## config.mk

```make
export PLATFORM = sky130hd
export DESIGN_NAME = bsst_ctrl
export DESIGN_NICKNAME = d
export VERILOG_FILES = /design/src/hw/rtl/bsst_pkg.sv /design/src/hw/rtl/bsst_ctrl.sv
export VERILOG_INCLUDE_DIRS = /design/src /design/src/hw/rtl
export SDC_FILE = /design/constraint.sdc
export NUM_CORES = 1
export LEC_CHECK = 0
export ABC_AREA = 1
export BUFFER_PORTS_ARGS = -buffer_cell sky130_fd_sc_hd__buf_4
export CAP_MARGIN = 20
export CORE_MARGIN = 3
export CORE_UTILIZATION = 35
export CTS_BUF_LIST = sky130_fd_sc_hd__clkbuf_4 sky130_fd_sc_hd__clkbuf_8
export CTS_CLUSTER_SIZE = 10
export DETAILED_ROUTE_END_ITERATION = 10
export SLEW_MARGIN = 20
export SYNTH_ARGS = -nofsm -noshare
export SYNTH_HDL_FRONTEND = slang
export SYNTH_SLANG_ARGS = --single-unit
```

## constraint.sdc

```tcl
create_clock -name clk -period 2.7 [get_ports clk]
set_input_delay 0.27 -clock clk [delete_from_list [all_inputs] [get_ports clk]]
set_output_delay 0.27 -clock clk [all_outputs]
set_load 0.01 [all_outputs]
```

## src/hw/rtl/binary_search_sorted_table_assert.svh

```systemverilog
// Assertion macros shared by the binary search block.
`ifndef BINARY_SEARCH_SORTED_TABLE_ASSERT_SVH
`define BINARY_SEARCH_SORTED_TABLE_ASSERT_SVH

// Same-cycle implication, checked on clk, off while arst_n is low.
`define BSST_ASSERT_IMP(lbl, ante, cons, msg) \
	lbl: assert property (@(posedge clk) disable iff (!arst_n) (ante) |-> (cons)) \
		else $error(msg);

// Next-cycle implication, checked on clk, off while arst_n is low.
`define BSST_ASSERT_NXT(lbl, ante, cons, msg) \
	lbl: assert property (@(posedge clk) disable iff (!arst_n) (ante) |=> (cons)) \
		else $error(msg);

`endif

```

## src/hw/rtl/bsst_pkg.sv

```systemverilog
// Package: sizes, codes and types of the binary search block.
package bsst_pkg;

	localparam int TABLE_DEPTH = 1024;
	localparam int IDX_W       = $clog2(TABLE_DEPTH);
	localparam int LEN_W       = IDX_W + 1;
	localparam int PTR_W       = IDX_W + 2;
	localparam int DATA_W      = 32;

	localparam logic MODE_LOAD   = 1'b0;
	localparam logic MODE_SEARCH = 1'b1;

	localparam logic signed [PTR_W-1:0] PTR_ONE = PTR_W'(1);
	localparam logic [LEN_W-1:0]        LEN_MAX = LEN_W'(TABLE_DEPTH);

	typedef logic [IDX_W-1:0]         idx_t;
	typedef logic [LEN_W-1:0]         len_t;
	typedef logic signed [DATA_W-1:0] data_t;

	typedef struct packed {
		logic  we;
		idx_t  waddr;
		data_t wdata;
		logic  re;
		idx_t  raddr;
	} bsst_ram_req_t;

endpackage

```

## src/hw/rtl/bsst_ctrl.sv

```systemverilog
// Request sequencer: table loads, probe loop and result register.
`include "binary_search_sorted_table_assert.svh"

module bsst_ctrl (
	input  logic                   clk,
	input  logic                   arst_n,
	input  logic                   in_valid,
	output logic                   in_ready,
	input  logic                   mode,
	input  bsst_pkg::idx_t         entry_index,
	input  bsst_pkg::data_t        value,
	output logic                   out_valid,
	input  logic                   out_ready,
	output logic                   found,
	output bsst_pkg::idx_t         position,
	input  bsst_pkg::len_t         search_len,
	output bsst_pkg::bsst_ram_req_t ram_req,
	input  bsst_pkg::data_t        ram_rdata
);
	import bsst_pkg::*;

	localparam logic [1:0] ST_IDLE  = 2'd0;
	localparam logic [1:0] ST_PROBE = 2'd1;
	localparam logic [1:0] ST_CMP   = 2'd2;
	localparam logic [1:0] ST_WAIT  = 2'd3;

	logic [1:0]              state_q;
	logic signed [PTR_W-1:0] lo_q;
	logic signed [PTR_W-1:0] hi_q;
	idx_t                    mid_q;
	data_t                   key_q;
	logic                    res_found_q;
	idx_t                    res_pos_q;
	logic                    out_valid_q;
	logic                    found_q;
	idx_t                    position_q;

	logic                    accept;
	logic                    range_empty;
	logic [IDX_W+1:0]        mid_sum;
	idx_t                    mid;
	logic signed [PTR_W-1:0] mid_ext;
	logic                    out_load;

	assign in_ready    = (state_q == ST_IDLE);
	assign accept      = in_valid && in_ready;
	assign range_empty = (lo_q > hi_q);
	// both bounds are non-negative whenever the range is not empty
	assign mid_sum     = {1'b0, lo_q[IDX_W:0]} + {1'b0, hi_q[IDX_W:0]};
	assign mid         = mid_sum[IDX_W:1];
	assign mid_ext     = $signed({2'b00, mid_q});
	assign out_load    = (state_q == ST_WAIT) && (!out_valid_q || out_ready);

	always_comb begin
		ram_req.we    = accept && (mode == MODE_LOAD);
		ram_req.waddr = entry_index;
		ram_req.wdata = value;
		ram_req.re    = (state_q == ST_PROBE) && !range_empty;
		ram_req.raddr = mid;
	end

	always_ff @(posedge clk or negedge arst_n) begin
		if (!arst_n) begin
			state_q <= ST_IDLE;
		end else begin
			case (state_q)
				ST_IDLE: begin
					if (accept && (mode == MODE_SEARCH)) begin
						state_q <= ST_PROBE;
					end
				end
				ST_PROBE: begin
					state_q <= range_empty ? ST_WAIT : ST_CMP;
				end
				ST_CMP: begin
					state_q <= (ram_rdata == key_q) ? ST_WAIT : ST_PROBE;
				end
				ST_WAIT: begin
					if (out_load) begin
						state_q <= ST_IDLE;
					end
				end
				default: begin
					state_q <= ST_IDLE;
				end
			endcase
		end
	end

	// search datapath: bounds, probe index, key and pending result
	always_ff @(posedge clk) begin
		case (state_q)
			ST_IDLE: begin
				if (accept) begin
					key_q <= value;
					lo_q  <= '0;
					hi_q  <= $signed({1'b0, search_len}) - PTR_ONE;
				end
			end
			ST_PROBE: begin
				mid_q <= mid;
				if (range_empty) begin
					res_found_q <= 1'b0;
					res_pos_q   <= '0;
				end
			end
			ST_CMP: begin
				if (ram_rdata == key_q) begin
					res_found_q <= 1'b1;
					res_pos_q   <= mid_q;
				end else if (key_q < ram_rdata) begin
					hi_q <= mid_ext - PTR_ONE;
				end else begin
					lo_q <= mid_ext + PTR_ONE;
				end
			end
			default: begin
			end
		endcase
	end

	always_ff @(posedge clk or negedge arst_n) begin
		if (!arst_n) begin
			out_valid_q <= 1'b0;
		end else if (out_load) begin
			out_valid_q <= 1'b1;
		end else if (out_ready) begin
			out_valid_q <= 1'b0;
		end
	end

	always_ff @(posedge clk) begin
		if (out_load) begin
			found_q    <= res_found_q;
			position_q <= res_pos_q;
		end
	end

	assign out_valid = out_valid_q;
	assign found     = found_q;
	assign position  = position_q;

	`BSST_ASSERT_NXT(a_read_then_cmp, ram_req.re, state_q == ST_CMP, "probe read not followed by compare")
	`BSST_ASSERT_IMP(a_mid_in_range, state_q == ST_CMP, (mid_ext >= lo_q) && (mid_ext <= hi_q), "probe index outside search range")
	`BSST_ASSERT_IMP(a_result_from_wait, $rose(out_valid_q), $past(state_q) == ST_WAIT, "result raised outside wait state")
	`BSST_ASSERT_IMP(a_no_write_in_search, state_q != ST_IDLE, !ram_req.we, "table write during a search")

endmodule

```

# Word-level counts from Yosys, hierarchy flattened
# Cells that the tools add are included.
[totals]
out_inout_bits = 67
register_bits = 91
wordCells = 67
[classes]
n_mux = 21
n_addsub = 4
n_eq_ne = 12
bitwise = 1
magnitude_cmp = 2
n_reduce_logical = 17
[op_table]
columns = ["cell", "count"]
rows = [
  ["two-way mux 12 bit", 6],
  ["case mux 12 bit (2 select lines)", 2],
  ["== test 32 bit", 1],
  ["< comparator 32 bit", 1],
  ["two-way mux 10 bit", 2],
  ["case mux 10 bit (2 select lines)", 1],
  ["greater-than comparator 12 bit", 1],
  ["inequality test 2 bit (second input constant)", 6],
  ["subtractor 11 x 1 -> 12 bit (second input constant)", 1],
  ["adder 10 x 1 -> 11 bit (second input constant)", 1],
  ["adder 11 bit", 1],
  ["subtractor 10 x 1 -> 11 bit (second input constant)", 1],
  ["case mux 2 bit (4 select lines)", 1],
  ["AND reduction 4 bit", 2],
  ["two-way mux 2 bit", 3],
  ["nonzero test 2 bit", 3],
  ["logical AND 1 bit", 5],
  ["two-way mux 1 bit", 5],
  ["== test 2 bit (second input constant)", 2],
  ["inequality test 2 x 1 -> 1 bit (second input constant)", 2],
  ["AND reduction 2 bit", 2],
  ["AND reduction 3 bit", 1],
  ["== test 2 x 1 -> 1 bit (second input constant)", 1],
  ["logical NOT 1 bit", 2],
  ["other kinds (4)", 4],
]

# Longest topological paths before layout
[logic_depth]
word_depth = 5
mapped_depth = 17

# Worst setup path before layout
# Ideal clock, no wire load.
[synth_timing]
path_type = "register to register"
from = "register key_q[31]"
to = "register hi_q[0], enable pin"
n_path_buf = 0
required_ps = 2356
stages_incl_launch_ff = 12
setup_slack_ps = 709
t_arrival_ps = 1647
synth_period_minus_slack_ps = 1991
cell_sequence = "edfxtp_1 ha_1 nand2_1 inv_1 nor2_1 o21a_1 nand2_1 a21oi_1 nand3_1 nand3_1 nand2_1 inv_1"
[synth_via]
elab_chain_len = 3
[synth_rtl]
columns = ["element", "line", "rtl"]
rows = [
  ["start, declared", "bsst_ctrl.sv:31", "data_t key_q;"],
  ["start signal, assigned", "bsst_ctrl.sv:95", "key_q <= value;"],
  ["< comparator 32 bit / == test 32 bit (equally long branches)", "bsst_ctrl.sv:111, bsst_ctrl.sv:108", ""],
  ["inequality test 2 bit (no source line)", "--", ""],
  ["AND reduction 4 bit (no source line) *", "--", ""],
  ["end signal, assigned", "bsst_ctrl.sv:97", "hi_q <= $signed({1'b0, search_len}) - PTR_ONE;"],
  ["end signal, assigned", "bsst_ctrl.sv:112", "hi_q <= mid_ext - PTR_ONE;"],
  ["end, declared", "bsst_ctrl.sv:29", "logic signed [PTR_W-1:0] hi_q;"],
]
# Mark *: on every way between the ends. The rest lies on a longest branch, timed or not.
# A chain may end at the register's enable or synchronous reset.

==> impl_metrics.ini <==
[setup_path]
crit_arrival_ns = 2.27
startpoint_type = flop
r2r_slack_ns = 0.42
worstPathRequired_ns = 2.43
rr_worst_depth = 7
end_kind = output port
worstSetupPathType = flop to output port
critPathMaxFanout = 5

[clock_network]
numCtsBuffers = 9
clock_sinks = 90
cts-root-buf = clkbuf_8
clkLatencyLatePin_ns = 0.38
tritoncts = yes
clkTransAtPathRegs_ns = 0.09
cts_max_level = 3
cts_buffer_depth = 2

[pwr]
ir_drop_mv = 0.427
powerDensity_nw_per_um2 = 1040
leakage_nw = 3.15

[run_status]
status = finished clean

[placement]
portBuffers = 136
dp.final_hpwl_mm = 10.3
dpl_cell_area_um2 = 6470
gp_routability_congestion = 0.874
place_inst = 876

[synthesis]
synthesis.area_um2 = 5500
synth_edf_count = 87
ys_ff_latch = 90
synth_top_cells_by_area = edfxtp_1, ha_1, inv_1
yosysUniqueCellTypes = 36
avgSynthCellArea_um2 = 9.62
synth_common_cells = edfxtp_1, inv_1, nand2_1
synthCells = 572
ys_seq_area_frac = 0.489
async_flop_share = 0.0333
synth-main-ff-cell = edfxtp_1
synth.net_count = 719
synth_top_area_frac = 0.475
netlist.top_cell.by_area = edfxtp_1
yosys_warnings = 0

[final_layout]
n_antenna_cell = 0
fin_area_um2 = 6770
nets = 825
syn_to_final_growth_pct = 23.1
final_cells = 894
drive_gt1_frac = 0.293

[sta]
max_freq_mhz = 394
max_slew_margin = 0.365
rsz0062_at_grt = false
fin_crit_sh = 0.941
fin_crit_ns = 2.54
worst_pin_slew_ns = 0.949
setup-violations-final = 0
whs_ns = 0.0716
finClkSkew_ns = 0.0134
setup_tns_ns = 0
drv_slew = 0
finalHoldViolations = 0

[detailed_routing]
routed-via-count = 4123
viasPerCell = 4.61
antenna_left = 0
drt-total-wl_mm = 12.7
drcViolationCount = 0
initialDrtViolationCount = 192
drt_first_pass_iters = 4
wl_per_cell_um = 14.2

[min_path]
whs_path_depth = 1
hold_class = input port to flop

[grt]
grt-ovfl-total = 0
grt_max_degree = 29
grt_pass1_wl_mm = 20.6
grt_antenna_before_repair = 0
grt_pass1_vias = 4402
grt_use_total = 0.148

[floorplanning]
dieArea_um2 = 17300
die_h_um = 131
die_w_um = 131
std_cell_rows = 45
core_area_um2 = 15300
ioPinCount = 157
start_util = 0.359

[job]
max_cap_viol_count = 0
-- repair_timing --
action,4_1_cts,5_1_grt
setup buffers,0,1
gates resized for setup,0,12
endpoints found under the hold margin,3,0
hold buffers,1,0
setup endpoints to repair,0,4
-- flip-flops by register name (all words and copies together), names as in the netlist --
name	count
out_valid	1
lo_q	11
mid_q	10
res_pos_q	10
key_q	32
state_q	2
res_found_q	1
position	10
hi_q	12
found	1
-- power by group --
group / leakage, nW / internal, mW / total [mW] / switching, mW
Clock: 0.107 / 0.525 / 1.00 / 0.479
Sequential: 0.857 / 2.29 / 2.62 / 0.331
Combinational: 2.18 / 1.37 / 3.44 / 2.07
-- cell usage in the layout (no fill, tap or decap), types with 4 or more instances in the layout --
| cell | n |
|---|---|
| a21oi_1 | 32 |
| a31oi_1 | 4 |
| a32oi_1 | 4 |
| buf_4 | 140 |
| clkbuf_8 | 9 |
| clkinv_1 | 4 |
| edfxtp_1 | 87 |
| ha_1 | 53 |
| inv_1 | 87 |
| inv_2 | 16 |
| nand2_1 | 82 |
| nand3_1 | 22 |
| nand4_1 | 8 |
| nor2_1 | 51 |
| nor2_2 | 10 |
| nor3_1 | 6 |
| nor3_2 | 5 |
| o21ai_0 | 16 |
| xor2_1 | 7 |
-- path summary, 6_finish.rpt --
| kind | from | end |
|---|---|---|
| min in group asynchronous | arst_n | out_valid$_DFFE_PN0P_ |
| worst max register to register | lo_q[2]$_SDFFCE_PN0P_ | res_pos_q[6]$_SDFFCE_PN0P_ |
| worst min-delay path | value[26] | key_q[26]$_DFFE_PP_ |
| worst min register to register | res_pos_q[6]$_SDFFCE_PN0P_ | position[6]$_DFFE_PP_ |
| worst max-delay path | lo_q[2]$_SDFFCE_PN0P_ | ram_req[6] |
| max in group asynchronous | arst_n | state_q[0]$_DFFE_PN0P_ |
-- through the flow --
| stage | util | setup WS [ns] | power, mW |
|---|---|---|---|
| after CTS | 0.437 | 0.107 | 6.97 |
| after detailed placement | 0.422 | 0.425 | 5.93 |
| final | 0.442 | 0.160 | 7.07 |
| after floorplan | - | 0.709 | 4.61 |
| after global placement | 0.422 | 0.477 | 5.85 |
| after global routing | 0.442 | 0.00480 | 7.64 |
-- cell families after synthesis --
kind of cell,after synthesis,share of synthesized area
buffers and inverters,152,0.134
XOR/XNOR,9,0.0143
AND/OR/NAND/NOR,191,0.156
flip-flops,90,0.489
adder cells (fa/ha/maj),57,0.131
AO/OA/AOI/OAI,73,0.0762
-- layer usage --
layer,GRT usage,wire length [µm],vias up
met2,0.263,6340,143
met1,0.168,5090,1887
met4,0.0502,234,0
li1,-,-,2068
met5,0,0,-
met3,0.0502,1070,25
-- cell type report --
| type | instances | area, µm² |
|---|---|---|
| multi-input cells | 330 | 2150 |
| flip-flops and latches | 90 | 2690 |
| inverters | 106 | 398 |
| repair buffers | 141 | 1060 |
| clock inverters | 6 | 81.3 |
| clock buffers | 10 | 131 |
| well taps | 211 | 264 |
| fillers | 1518 | 8540 |
-- worst max-delay path, stage by stage (launching register included) --
cell	delay [ns]
edfxtp_1	0.40
ha_1	0.40
inv_2	0.04
a21oi_1	0.23
o21ai_2	0.10
a31oi_2	0.22
o21bai_1	0.10
xor2_1	0.24
buf_4	0.17
Power figures use the tool's default switching activity.
